$ cat config.mk
export PLATFORM = sky130hd
export DESIGN_NAME = integer_to_radix_text_flat
export DESIGN_NICKNAME = d
export VERILOG_FILES = /design/src/rtl/core/itrt_pkg.sv /design/src/rtl/core/itrt_if.sv /design/src/rtl/core/itrt_ram.sv /design/src/rtl/core/itrt_front.sv /design/src/rtl/core/itrt_queue.sv /design/src/rtl/core/itrt_back.sv /design/src/rtl/core/integer_to_radix_text.sv /design/src/flat_wrapper.sv
export SDC_FILE = /design/constraint.sdc
export NUM_CORES = 1
export LEC_CHECK = 0
export BUFFER_PORTS_ARGS = -buffer_cell sky130_fd_sc_hd__buf_2
export CAP_MARGIN = 40
export CORE_UTILIZATION = 55
export DETAILED_ROUTE_END_ITERATION = 10
export PLACE_DENSITY = 0.72
export SLEW_MARGIN = 20
export SYNTH_ARGS = -nofsm -noshare
export SYNTH_HDL_FRONTEND = slang
export SYNTH_SLANG_ARGS = --single-unit
$ cat constraint.sdc
create_clock -name clk -period 23.2 [get_ports clk]
set_clock_uncertainty 0.2 [all_clocks]
set_input_delay 6.96 -clock clk [delete_from_list [all_inputs] [get_ports clk]]
set_output_delay 6.96 -clock clk [all_outputs]
set_load 0.02 [all_outputs]
$ cat src/rtl/core/itrt_pkg.sv
// Shared types, constants and the digit-to-ASCII function of the radix text converter
`default_nettype none

package itrt_pkg;

    localparam int RADIX_W = 6;
    localparam int CHAR_W  = 7;

    localparam logic [RADIX_W-1:0] RADIX_MIN      = 6'd2;
    localparam logic [RADIX_W-1:0] RADIX_MAX      = 6'd36;
    localparam logic [RADIX_W-1:0] DECIMAL_DIGITS = 6'd10;

    localparam logic [CHAR_W-1:0] CHAR_ZERO    = 7'h30;
    localparam logic [CHAR_W-1:0] CHAR_LOWER_A = 7'h61;
    localparam logic [CHAR_W-1:0] CHAR_MINUS   = 7'h2d;
    localparam logic [CHAR_W-1:0] CHAR_NINE    = 7'h39;
    localparam logic [CHAR_W-1:0] CHAR_LOWER_Z = 7'h7a;

    // Restoring division steps done per clock in the back end
    localparam int STEPS_PER_CYCLE = 8;

    // Entries in the queue between front and back
    localparam int QUEUE_DEPTH = 2;

    typedef struct packed {
        logic               negative;
        logic [RADIX_W-1:0] radix;
    } item_ctl_t;

    function automatic logic [CHAR_W-1:0] digit_to_ascii(input logic [RADIX_W-1:0] digit);
        logic [CHAR_W-1:0] c;
        if (digit < DECIMAL_DIGITS)
        begin
            c = CHAR_ZERO + {1'b0, digit};
        end
        else
        begin
            c = CHAR_LOWER_A + {1'b0, digit - DECIMAL_DIGITS};
        end
        return c;
    endfunction

endpackage

`default_nettype wire

$ cat src/rtl/core/itrt_if.sv
// Handshake interfaces for the number input and the character output
`default_nettype none

interface itrt_num_if import itrt_pkg::*; #(parameter int VALUE_WIDTH = 32);
    logic                          valid;
    logic                          ready;
    logic signed [VALUE_WIDTH-1:0] value;
    logic        [RADIX_W-1:0]     radix;

    modport source (output valid, output value, output radix, input ready);
    modport sink   (input valid, input value, input radix, output ready);
endinterface

interface itrt_text_if import itrt_pkg::*; ();
    logic              valid;
    logic              ready;
    logic [CHAR_W-1:0] text_char;
    logic              last_char;

    modport source (output valid, output text_char, output last_char, input ready);
    modport sink   (input valid, input text_char, input last_char, output ready);
endinterface

`default_nettype wire

$ cat src/rtl/core/itrt_ram.sv
// Generic single-write, single-read RAM with registered read data
`default_nettype none

module itrt_ram #(
    parameter int WIDTH = 6,
    parameter int DEPTH = 32
) (
    input  wire logic                     clk,
    input  wire logic                     wr_en,
    input  wire logic [$clog2(DEPTH)-1:0] wr_addr,
    input  wire logic [WIDTH-1:0]         wr_data,
    input  wire logic                     rd_en,
    input  wire logic [$clog2(DEPTH)-1:0] rd_addr,
    output logic      [WIDTH-1:0]         rd_data
);

    logic [WIDTH-1:0] mem [DEPTH];

    // Write one entry, read one entry, hold read data when idle
    always_ff @(posedge clk)
    begin
        if (wr_en)
        begin
            mem[wr_addr] <= wr_data;
        end
        if (rd_en)
        begin
            rd_data <= mem[rd_addr];
        end
    end

endmodule

`default_nettype wire

$ cat src/rtl/core/itrt_front.sv
// Front end: take a number word, clamp the radix, split sign and magnitude
`default_nettype none

module itrt_front import itrt_pkg::*; #(
    parameter int VALUE_WIDTH = 32
) (
    itrt_num_if.sink                 number,
    output logic                     push_valid,
    input  wire logic                push_ready,
    output item_ctl_t                push_ctl,
    output logic [VALUE_WIDTH-1:0]   push_mag
);

    logic [VALUE_WIDTH-1:0] value_bits;

    // Pass the handshake straight to the queue
    assign push_valid   = number.valid;
    assign number.ready = push_ready;

    // Clamp radix into the supported range and take the sign
    always_comb
    begin
        push_ctl.negative = value_bits[VALUE_WIDTH-1];
        priority if (number.radix < RADIX_MIN)
        begin
            push_ctl.radix = RADIX_MIN;
        end
        else if (number.radix > RADIX_MAX)
        begin
            push_ctl.radix = RADIX_MAX;
        end
        else
        begin
            push_ctl.radix = number.radix;
        end
    end

    // Form the unsigned magnitude, valid for the most negative value too
    assign value_bits        = number.value;
    assign push_mag          = push_ctl.negative ? (~value_bits + VALUE_WIDTH'(1)) : value_bits;

endmodule

`default_nettype wire

$ cat src/rtl/core/itrt_queue.sv
// Short register queue decoupling the front end from the back end
`default_nettype none

module itrt_queue import itrt_pkg::*; #(
    parameter int DATA_W = 39
) (
    input  wire logic              clk,
    input  wire logic              rst_n,
    input  wire logic              push_valid,
    output logic                   push_ready,
    input  wire logic [DATA_W-1:0] push_data,
    output logic                   pop_valid,
    input  wire logic              pop_ready,
    output logic      [DATA_W-1:0] pop_data
);

    localparam int PTR_W = (QUEUE_DEPTH > 1) ? $clog2(QUEUE_DEPTH) : 1;
    localparam int CNT_W = $clog2(QUEUE_DEPTH + 1);

    logic [DATA_W-1:0] slot_reg [QUEUE_DEPTH];
    logic [PTR_W-1:0]  wr_ptr_reg, wr_ptr_next;
    logic [PTR_W-1:0]  rd_ptr_reg, rd_ptr_next;
    logic [CNT_W-1:0]  count_reg, count_next;
    logic              do_push, do_pop;

    assign push_ready = (count_reg != CNT_W'(QUEUE_DEPTH));
    assign pop_valid  = (count_reg != '0);
    assign pop_data   = slot_reg[rd_ptr_reg];
    assign do_push    = push_valid && push_ready;
    assign do_pop     = pop_valid && pop_ready;

    // Advance pointers with wrap and track the fill level
    always_comb
    begin
        wr_ptr_next = wr_ptr_reg;
        rd_ptr_next = rd_ptr_reg;
        count_next  = count_reg;
        if (do_push)
        begin
            wr_ptr_next = (wr_ptr_reg == PTR_W'(QUEUE_DEPTH - 1)) ? '0 : wr_ptr_reg + PTR_W'(1);
        end
        if (do_pop)
        begin
            rd_ptr_next = (rd_ptr_reg == PTR_W'(QUEUE_DEPTH - 1)) ? '0 : rd_ptr_reg + PTR_W'(1);
        end
        if (do_push && !do_pop)
        begin
            count_next = count_reg + CNT_W'(1);
        end
        else if (do_pop && !do_push)
        begin
            count_next = count_reg - CNT_W'(1);
        end
    end

    // Hold pointers and fill level
    always_ff @(posedge clk or negedge rst_n)
    begin
        if (!rst_n)
        begin
            wr_ptr_reg <= '0;
            rd_ptr_reg <= '0;
            count_reg  <= '0;
        end
        else
        begin
            wr_ptr_reg <= wr_ptr_next;
            rd_ptr_reg <= rd_ptr_next;
            count_reg  <= count_next;
        end
    end

    // Store the incoming word
    always_ff @(posedge clk)
    begin
        if (do_push)
        begin
            slot_reg[wr_ptr_reg] <= push_data;
        end
    end

endmodule

`default_nettype wire

$ cat src/rtl/core/itrt_back.sv
// Back end: divide out digits into the buffer, then send the text in reverse
`default_nettype none

module itrt_back import itrt_pkg::*; #(
    parameter int VALUE_WIDTH = 32
) (
    input  wire logic                             clk,
    input  wire logic                             rst_n,
    input  wire logic                             pop_valid,
    output logic                                  pop_ready,
    input  wire item_ctl_t                        pop_ctl,
    input  wire logic [VALUE_WIDTH-1:0]           pop_mag,
    output logic                                  buf_wr_en,
    output logic      [$clog2(VALUE_WIDTH)-1:0]   buf_wr_addr,
    output logic      [RADIX_W-1:0]               buf_wr_data,
    output logic                                  buf_rd_en,
    output logic      [$clog2(VALUE_WIDTH)-1:0]   buf_rd_addr,
    input  wire logic [RADIX_W-1:0]               buf_rd_data,
    itrt_text_if.source                           text
);

    localparam int DIV_CYCLES = (VALUE_WIDTH + STEPS_PER_CYCLE - 1) / STEPS_PER_CYCLE;
    localparam int PAD_W      = DIV_CYCLES * STEPS_PER_CYCLE;
    localparam int CYC_W      = (DIV_CYCLES > 1) ? $clog2(DIV_CYCLES) : 1;
    localparam int ADDR_W     = $clog2(VALUE_WIDTH);
    localparam int DCNT_W     = $clog2(VALUE_WIDTH + 1);

    typedef enum logic [2:0] {
        ST_IDLE,
        ST_DIVIDE,
        ST_SIGN,
        ST_READ,
        ST_PUT
    } state_t;

    state_t             state_reg, state_next;
    logic [PAD_W-1:0]   quo_reg, quo_next;
    logic [RADIX_W-1:0] rem_reg, rem_next;
    logic [RADIX_W-1:0] radix_reg, radix_next;
    logic               neg_reg, neg_next;
    logic [CYC_W-1:0]   cyc_reg, cyc_next;
    logic [DCNT_W-1:0]  dcount_reg, dcount_next;
    logic               out_valid_reg, out_valid_next;
    logic [CHAR_W-1:0]  out_char_reg, out_char_next;
    logic               out_last_reg, out_last_next;

    logic [PAD_W-1:0]   step_quo;
    logic [RADIX_W-1:0] step_rem;
    logic [RADIX_W:0]   trial;
    logic [DCNT_W-1:0]  dcount_inc;
    logic [DCNT_W-1:0]  rd_index;
    logic               out_free;

    // Run a group of restoring division steps on the padded magnitude
    always_comb
    begin
        step_quo = quo_reg;
        step_rem = rem_reg;
        trial    = '0;
        for (int i = 0; i < STEPS_PER_CYCLE; i++)
        begin
            trial    = {step_rem, step_quo[PAD_W-1]};
            step_quo = {step_quo[PAD_W-2:0], 1'b0};
            if (trial >= {1'b0, radix_reg})
            begin
                trial       = trial - {1'b0, radix_reg};
                step_quo[0] = 1'b1;
            end
            step_rem = trial[RADIX_W-1:0];
        end
    end

    assign dcount_inc  = dcount_reg + DCNT_W'(1);
    assign out_free    = !out_valid_reg || text.ready;
    assign rd_index    = (state_reg == ST_READ) ? (dcount_reg - DCNT_W'(1))
                                                : (dcount_reg - DCNT_W'(2));
    assign buf_rd_addr = rd_index[ADDR_W-1:0];
    assign buf_wr_addr = dcount_reg[ADDR_W-1:0];
    assign buf_wr_data = step_rem;

    // Sequence one number: divide, optional sign, then digits in reverse
    always_comb
    begin
        state_next     = state_reg;
        quo_next       = quo_reg;
        rem_next       = rem_reg;
        radix_next     = radix_reg;
        neg_next       = neg_reg;
        cyc_next       = cyc_reg;
        dcount_next    = dcount_reg;
        out_valid_next = out_valid_reg && !text.ready;
        out_char_next  = out_char_reg;
        out_last_next  = out_last_reg;
        pop_ready      = 1'b0;
        buf_wr_en      = 1'b0;
        buf_rd_en      = 1'b0;

        unique case (state_reg)
            ST_IDLE:
            begin
                pop_ready = 1'b1;
                if (pop_valid)
                begin
                    quo_next    = PAD_W'(pop_mag);
                    rem_next    = '0;
                    radix_next  = pop_ctl.radix;
                    neg_next    = pop_ctl.negative;
                    cyc_next    = '0;
                    dcount_next = '0;
                    state_next  = ST_DIVIDE;
                end
            end
            ST_DIVIDE:
            begin
                quo_next = step_quo;
                if (cyc_reg == CYC_W'(DIV_CYCLES - 1))
                begin
                    // Digit complete: store it and restart on the quotient
                    buf_wr_en   = 1'b1;
                    dcount_next = dcount_inc;
                    rem_next    = '0;
                    cyc_next    = '0;
                    if ((step_quo == '0) || (dcount_inc == DCNT_W'(VALUE_WIDTH)))
                    begin
                        state_next = neg_reg ? ST_SIGN : ST_READ;
                    end
                end
                else
                begin
                    rem_next = step_rem;
                    cyc_next = cyc_reg + CYC_W'(1);
                end
            end
            ST_SIGN:
            begin
                if (out_free)
                begin
                    out_valid_next = 1'b1;
                    out_char_next  = CHAR_MINUS;
                    out_last_next  = 1'b0;
                    state_next     = ST_READ;
                end
            end
            ST_READ:
            begin
                buf_rd_en  = 1'b1;
                state_next = ST_PUT;
            end
            ST_PUT:
            begin
                if (out_free)
                begin
                    out_valid_next = 1'b1;
                    out_char_next  = digit_to_ascii(buf_rd_data);
                    out_last_next  = (dcount_reg == DCNT_W'(1));
                    dcount_next    = dcount_reg - DCNT_W'(1);
                    if (dcount_reg == DCNT_W'(1))
                    begin
                        state_next = ST_IDLE;
                    end
                    else
                    begin
                        buf_rd_en = 1'b1;
                    end
                end
            end
            default:
            begin
                state_next = ST_IDLE;
            end
        endcase
    end

    // Hold state and the output word
    always_ff @(posedge clk or negedge rst_n)
    begin
        if (!rst_n)
        begin
            state_reg     <= ST_IDLE;
            quo_reg       <= '0;
            rem_reg       <= '0;
            radix_reg     <= RADIX_MIN;
            neg_reg       <= 1'b0;
            cyc_reg       <= '0;
            dcount_reg    <= '0;
            out_valid_reg <= 1'b0;
            out_char_reg  <= CHAR_ZERO;
            out_last_reg  <= 1'b0;
        end
        else
        begin
            state_reg     <= state_next;
            quo_reg       <= quo_next;
            rem_reg       <= rem_next;
            radix_reg     <= radix_next;
            neg_reg       <= neg_next;
            cyc_reg       <= cyc_next;
            dcount_reg    <= dcount_next;
            out_valid_reg <= out_valid_next;
            out_char_reg  <= out_char_next;
            out_last_reg  <= out_last_next;
        end
    end

    assign text.valid     = out_valid_reg;
    assign text.text_char = out_char_reg;
    assign text.last_char = out_last_reg;

endmodule

`default_nettype wire

$ cat src/rtl/core/integer_to_radix_text.sv
// Top level of the signed integer to radix text converter
//
//   channel  dir  payload                      handshake
//   number   in   value (signed), radix (6b)   valid / ready
//   text     out  text_char (7b), last_char    valid / ready
//
// The back end takes a number from the queue; each digit is then divided out in the
// shared restoring divider (8 quotient bits per clock); then the minus sign is sent
// when negative, the first buffer read is made, and the digits are sent, one per
// cycle while the text channel is not stalled.
// Reset is asynchronous, active low; no clearing pass is needed.
// A two-word queue lets the next number wait while the back end is busy, and
// the registered output word holds each character while text is stalled.
`default_nettype none

module integer_to_radix_text import itrt_pkg::*; #(
    parameter int VALUE_WIDTH = 32
) (
    input  wire logic   clk,
    input  wire logic   rst_n,
    itrt_num_if.sink    number,
    itrt_text_if.source text
);

    localparam int ADDR_W = $clog2(VALUE_WIDTH);
    localparam int QDATA_W = $bits(item_ctl_t) + VALUE_WIDTH;

    logic                   push_valid, push_ready;
    item_ctl_t              push_ctl;
    logic [VALUE_WIDTH-1:0] push_mag;
    logic [QDATA_W-1:0]     push_data;

    logic                   pop_valid, pop_ready;
    item_ctl_t              pop_ctl;
    logic [VALUE_WIDTH-1:0] pop_mag;
    logic [QDATA_W-1:0]     pop_data;

    logic                   buf_wr_en, buf_rd_en;
    logic [ADDR_W-1:0]      buf_wr_addr, buf_rd_addr;
    logic [RADIX_W-1:0]     buf_wr_data, buf_rd_data;

    itrt_front #(.VALUE_WIDTH(VALUE_WIDTH)) u_front (
        .number     (number),
        .push_valid (push_valid),
        .push_ready (push_ready),
        .push_ctl   (push_ctl),
        .push_mag   (push_mag)
    );

    // Pack classified number for the queue
    assign push_data          = {push_ctl, push_mag};
    assign {pop_ctl, pop_mag} = pop_data;

    itrt_queue #(.DATA_W(QDATA_W)) u_queue (
        .clk        (clk),
        .rst_n      (rst_n),
        .push_valid (push_valid),
        .push_ready (push_ready),
        .push_data  (push_data),
        .pop_valid  (pop_valid),
        .pop_ready  (pop_ready),
        .pop_data   (pop_data)
    );

    itrt_ram #(.WIDTH(RADIX_W), .DEPTH(VALUE_WIDTH)) u_digit_buf (
        .clk     (clk),
        .wr_en   (buf_wr_en),
        .wr_addr (buf_wr_addr),
        .wr_data (buf_wr_data),
        .rd_en   (buf_rd_en),
        .rd_addr (buf_rd_addr),
        .rd_data (buf_rd_data)
    );

    itrt_back #(.VALUE_WIDTH(VALUE_WIDTH)) u_back (
        .clk         (clk),
        .rst_n       (rst_n),
        .pop_valid   (pop_valid),
        .pop_ready   (pop_ready),
        .pop_ctl     (pop_ctl),
        .pop_mag     (pop_mag),
        .buf_wr_en   (buf_wr_en),
        .buf_wr_addr (buf_wr_addr),
        .buf_wr_data (buf_wr_data),
        .buf_rd_en   (buf_rd_en),
        .buf_rd_addr (buf_rd_addr),
        .buf_rd_data (buf_rd_data),
        .text        (text)
    );

endmodule

`default_nettype wire

$ cat src/flat_wrapper.sv
// flat-port wrapper written by rule: the top's interface ports become plain ports
module integer_to_radix_text_flat import itrt_pkg::*;
#(
    parameter int VALUE_WIDTH = 32
)
  (clk, rst_n, number_valid, number_value, number_radix, number_ready, text_valid, text_text_char, text_last_char, text_ready);
  itrt_num_if #(.VALUE_WIDTH(VALUE_WIDTH)) number_i ();
  itrt_text_if text_i ();
  input  wire logic clk;
  input  wire logic rst_n;
  input wire logic [$bits(number_i.valid)-1:0] number_valid;
  input wire logic [$bits(number_i.value)-1:0] number_value;
  input wire logic [$bits(number_i.radix)-1:0] number_radix;
  output wire logic [$bits(number_i.ready)-1:0] number_ready;
  output wire logic [$bits(text_i.valid)-1:0] text_valid;
  output wire logic [$bits(text_i.text_char)-1:0] text_text_char;
  output wire logic [$bits(text_i.last_char)-1:0] text_last_char;
  input wire logic [$bits(text_i.ready)-1:0] text_ready;
  assign number_i.valid = number_valid;
  assign number_i.value = number_value;
  assign number_i.radix = number_radix;
  assign number_ready = number_i.ready;
  assign text_valid = text_i.valid;
  assign text_text_char = text_i.text_char;
  assign text_last_char = text_i.last_char;
  assign text_i.ready = text_ready;
  integer_to_radix_text #(.VALUE_WIDTH(VALUE_WIDTH)) u_core (.clk(clk), .rst_n(rst_n), .number(number_i), .text(text_i));
endmodule
==> results list <==
- RSZ-0062 raised after global routing: false
* Number of cells on the worst hold path: 2
- The worst path in the final design needs a cycle of 19,520 ps, including I/O delays and setup.
* Max reg flops: 192
- From synthesis to final layout, the design area changed by 11.4%.
- Remaining design rule violation count: 0
- Adding up every negative setup slack in the final design gives 0 ps.
- Once detailed placement completed, the half-perimeter wirelength came to 26,800 um.
- In the final layout, the share of cells above drive strength 1 is 17.7%.
- The clock passes through at most 3 buffers.
- Gate Count Post-Synth: 1,275
- For the pin with the worst max-slew slack, the measured transition is 800 ps.
- Max-slew violation total from the final report: 0
- STA classifies the critical path endpoint as a flop.
* Sink count of the clock tree: 345
- Count of final hold-check violations: 0
- Using the TritonRoute via totals, the vias-per-cell ratio works out to 6.30.
- Resize count post-CTS: 0
- For the worst flop-to-flop path, the logic depth is 76.
* Crit path kind: flop to flop
* Reg2reg end: u_core.u_back.rem_reg[2]$_DFFE_PN0P_
* Fmax: 51.2 MHz
* Sequential cell area fraction in the yosys report: 57.9%
* Final worst-path cycle share: 84.1%
- After detailed routing, the total wire length is 39,300 um.
- Global-route usage over all layers: 25.2%
- Core ar.: 30,700 sq um
* Cell Area, Synth: 17,300 sq um
* #FFs+latches synth: 345
- The first global-routing pass estimated 60,800 um of wire.
- The congestion estimate from routability-driven global placement came to 0.906.
* Number of antenna violations at the first check in global routing: 0
* Final antenna-violating net count: 0
* Slew headroom: 46.3%
- TritonCTS created 36 clock buffers.
* Number of nets in the layout: 1,445
* Path class of the lowest-slack min-delay path: flop to flop
- TritonCTS built the clock tree.
- Height of the die: 179 um
- Largest stage delay, worst path: 780 ps
- Yosys printed 0 warnings.
* Largest net degree at the start of global routing: 49
- Detailed router's first-iteration violation count: 1,004
* Start point of the critical path: u_core.u_back.radix_reg[1]$_DFFE_PN1P_
* Number of top-level pins: 52
- Die boundary width: 179 um
- The number of antenna diodes in the final layout is 0.
- Clock Pin Slew Worst Setup and Hold Paths: 60 ps
- Once the clock tree was built, the setup fixing pass inserted 0 buffers.
* Launch point of the worst hold path: u_core.u_back.text.text_char[4]$_DFFE_PN1P_
* Arrival time of the worst setup path: 19,710 ps
- H-Tree Level Count: 2
* Reg-to-reg setup timing slack: 3680 ps
- Maximum fanout encountered on the critical timing path: 33
* Worst Setup Start Kind: flop
- Average wire per cell in the routed design: 22.4 um
- Starting density of the core: 56.3%
* CTS Hold Bufs: 0
- Vias in the first global route: 10,700
- Via count: 11,100
* Final setup violation count: 0
- EDFF count, synth: 276
- Worst-path cell with the longest stage delay: dfstp_2
- Floorplan die area: 32,200 sq um
- Max-cap violations in this run came to 0.
- # rows: 64
* Worst r2r src: u_core.u_back.radix_reg[1]$_DFFE_PN1P_
* Per-instance average area after synthesis: 13.6 sq um
* Async S/R FF share, synth: 20.0%
- CP most frequent cell: o21ai_0
* Post-synth cell types: 76
- Count of TritonRoute iterations in the first routing pass: 7
- The flow ran to the end, and the final reports show no timing, DRC or antenna violations.
- Remaining global-route overflow: 0
- Master cell of the clock root buffer: clkbuf_16
* Hold Path Sink: u_core.u_back.text.text_char[4]$_DFFE_PN1P_
- Required time at the worst-slack endpoint: 23,390 ps
- Quantity of I/O buffers inserted on ports: 51
- Clock Latency Late Sink: 520 ps
- When the netlist entered floorplanning its net count stood at 1,387.
- Dominant synthesized flop cell: edfxtp_1
routing by layer:
metal	routed length, um	vias to the layer above	part of all wire [%]	GRT usage, %
li1	-	5023	-	-
met4	737	0	1.9	5.81
met5	0	-	0	0
met2	17900	455	45	38.6
met1	17600	5515	45	37.6
met3	3060	65	7.8	4.66
critical path: cells and delay by family (launching register included):
| kind | cells | cell delay, ps |
|---|---|---|
| compound gates | 40 | 10210 |
| simple gates | 21 | 4130 |
| fa+ha+maj | 8 | 2460 |
| mux | 2 | 880 |
| flops | 1 | 780 |
| buf+inv | 5 | 710 |
cell families after synthesis:
family          synth area share [%]
compound gates                  9.97
xor+xnor                        3.70
fa+ha+maj                       5.47
buf+inv                         2.26
flops                           57.9
mux                             12.5
simple gates                    8.19
stage by stage:
stage                     hold slack (ps)  instances  util, %  area (sq um)  worst slack (ps)
after global routing                  308       1756     62.7         19300              1910
after global placement                260       1685     58.5         18000              4690
after CTS                             284       1755     62.6         19300              3880
after detailed placement              271       1690     58.9         18100              3980
final                                 282       1756     62.7         19300              3680
after floorplan                       250       1275        -         17300              6050
cells in the final DEF (no fill, tap or decap), drive strengths merged, types with 25 or more instances in the layout:
cell type,count
clkbuf,51
inv,52
nand3,25
buf,67
mux2i,48
xnor2,56
mux2,28
mux4,60
ha,62
a21oi,42
o21ai,73
nand2,104
nor2,80
dfrtp,66
edfxtp,276
how the worst max path moves through the flow:
stage	slack (ps)	end	depth (start not counted)
5_1_grt	1910	u_core.u_back.rem_reg[3]$_DFFE_PN0P_	76
2_1_floorplan	6050	u_core.u_digit_buf.mem[0][0]$_DFFE_PP_	80
4_1_cts	3880	u_core.u_back.rem_reg[3]$_DFFE_PN0P_	76
3_3_place_gp	4690	u_core.u_back.rem_reg[3]$_DFFE_PN0P_	76
3_5_place_dp	3980	u_core.u_back.rem_reg[2]$_DFFE_PN0P_	76
6_report	3680	u_core.u_back.rem_reg[2]$_DFFE_PN0P_	76
synthesized netlist by cell type (4+ instances only):
cell | count | area share (%)
inv_1 | 51 | 1.1
mux2i_1 | 48 | 2.8
a22o_1 | 8 | 0.40
nand3_1 | 25 | 0.72
o22ai_1 | 10 | 0.36
o21ai_0 | 69 | 2.0
xnor2_1 | 56 | 2.8
edfxtp_1 | 276 | 48
ha_1 | 62 | 4.5
a32o_1 | 4 | 0.23
mux2_4 | 5 | 0.43
a21oi_1 | 41 | 1.2
buf_1 | 9 | 0.20
fa_1 | 8 | 0.93
o221a_2 | 16 | 1.0
a21o_1 | 11 | 0.48
nor3_1 | 7 | 0.20
o31ai_1 | 10 | 0.43
or4_1 | 4 | 0.17
nor2_1 | 80 | 1.7
nand4_1 | 7 | 0.25
dfrtp_1 | 66 | 9.5
nor2b_1 | 16 | 0.58
o21a_1 | 7 | 0.30
a31oi_1 | 10 | 0.36
a211o_1 | 6 | 0.30
a211oi_1 | 6 | 0.26
mux4_2 | 60 | 7.8
clkbuf_1 | 35 | 0.76
nor4_1 | 10 | 0.36
mux2_2 | 23 | 1.5
o21ai_1 | 4 | 0.12
a21boi_0 | 6 | 0.26
o22a_1 | 4 | 0.20
nand2_1 | 104 | 2.3
xor2_1 | 17 | 0.86
or3_1 | 10 | 0.36
nand2b_1 | 17 | 0.61
o221ai_1 | 7 | 0.35
layout make-up:
class,count,area [sq um]
Clock inverter,14,133
Clock buffer,51,1030
Multi-Input combinational cell,830,6950
Timing Repair Buffer,67,443
Inverter,53,199
Sequential cell,345,10000
Fill cell,2272,11500
Tap cell,396,495
Power is not shown: default switching activity piles up to over one toggle a cycle in this logic, so the estimate is an artifact.
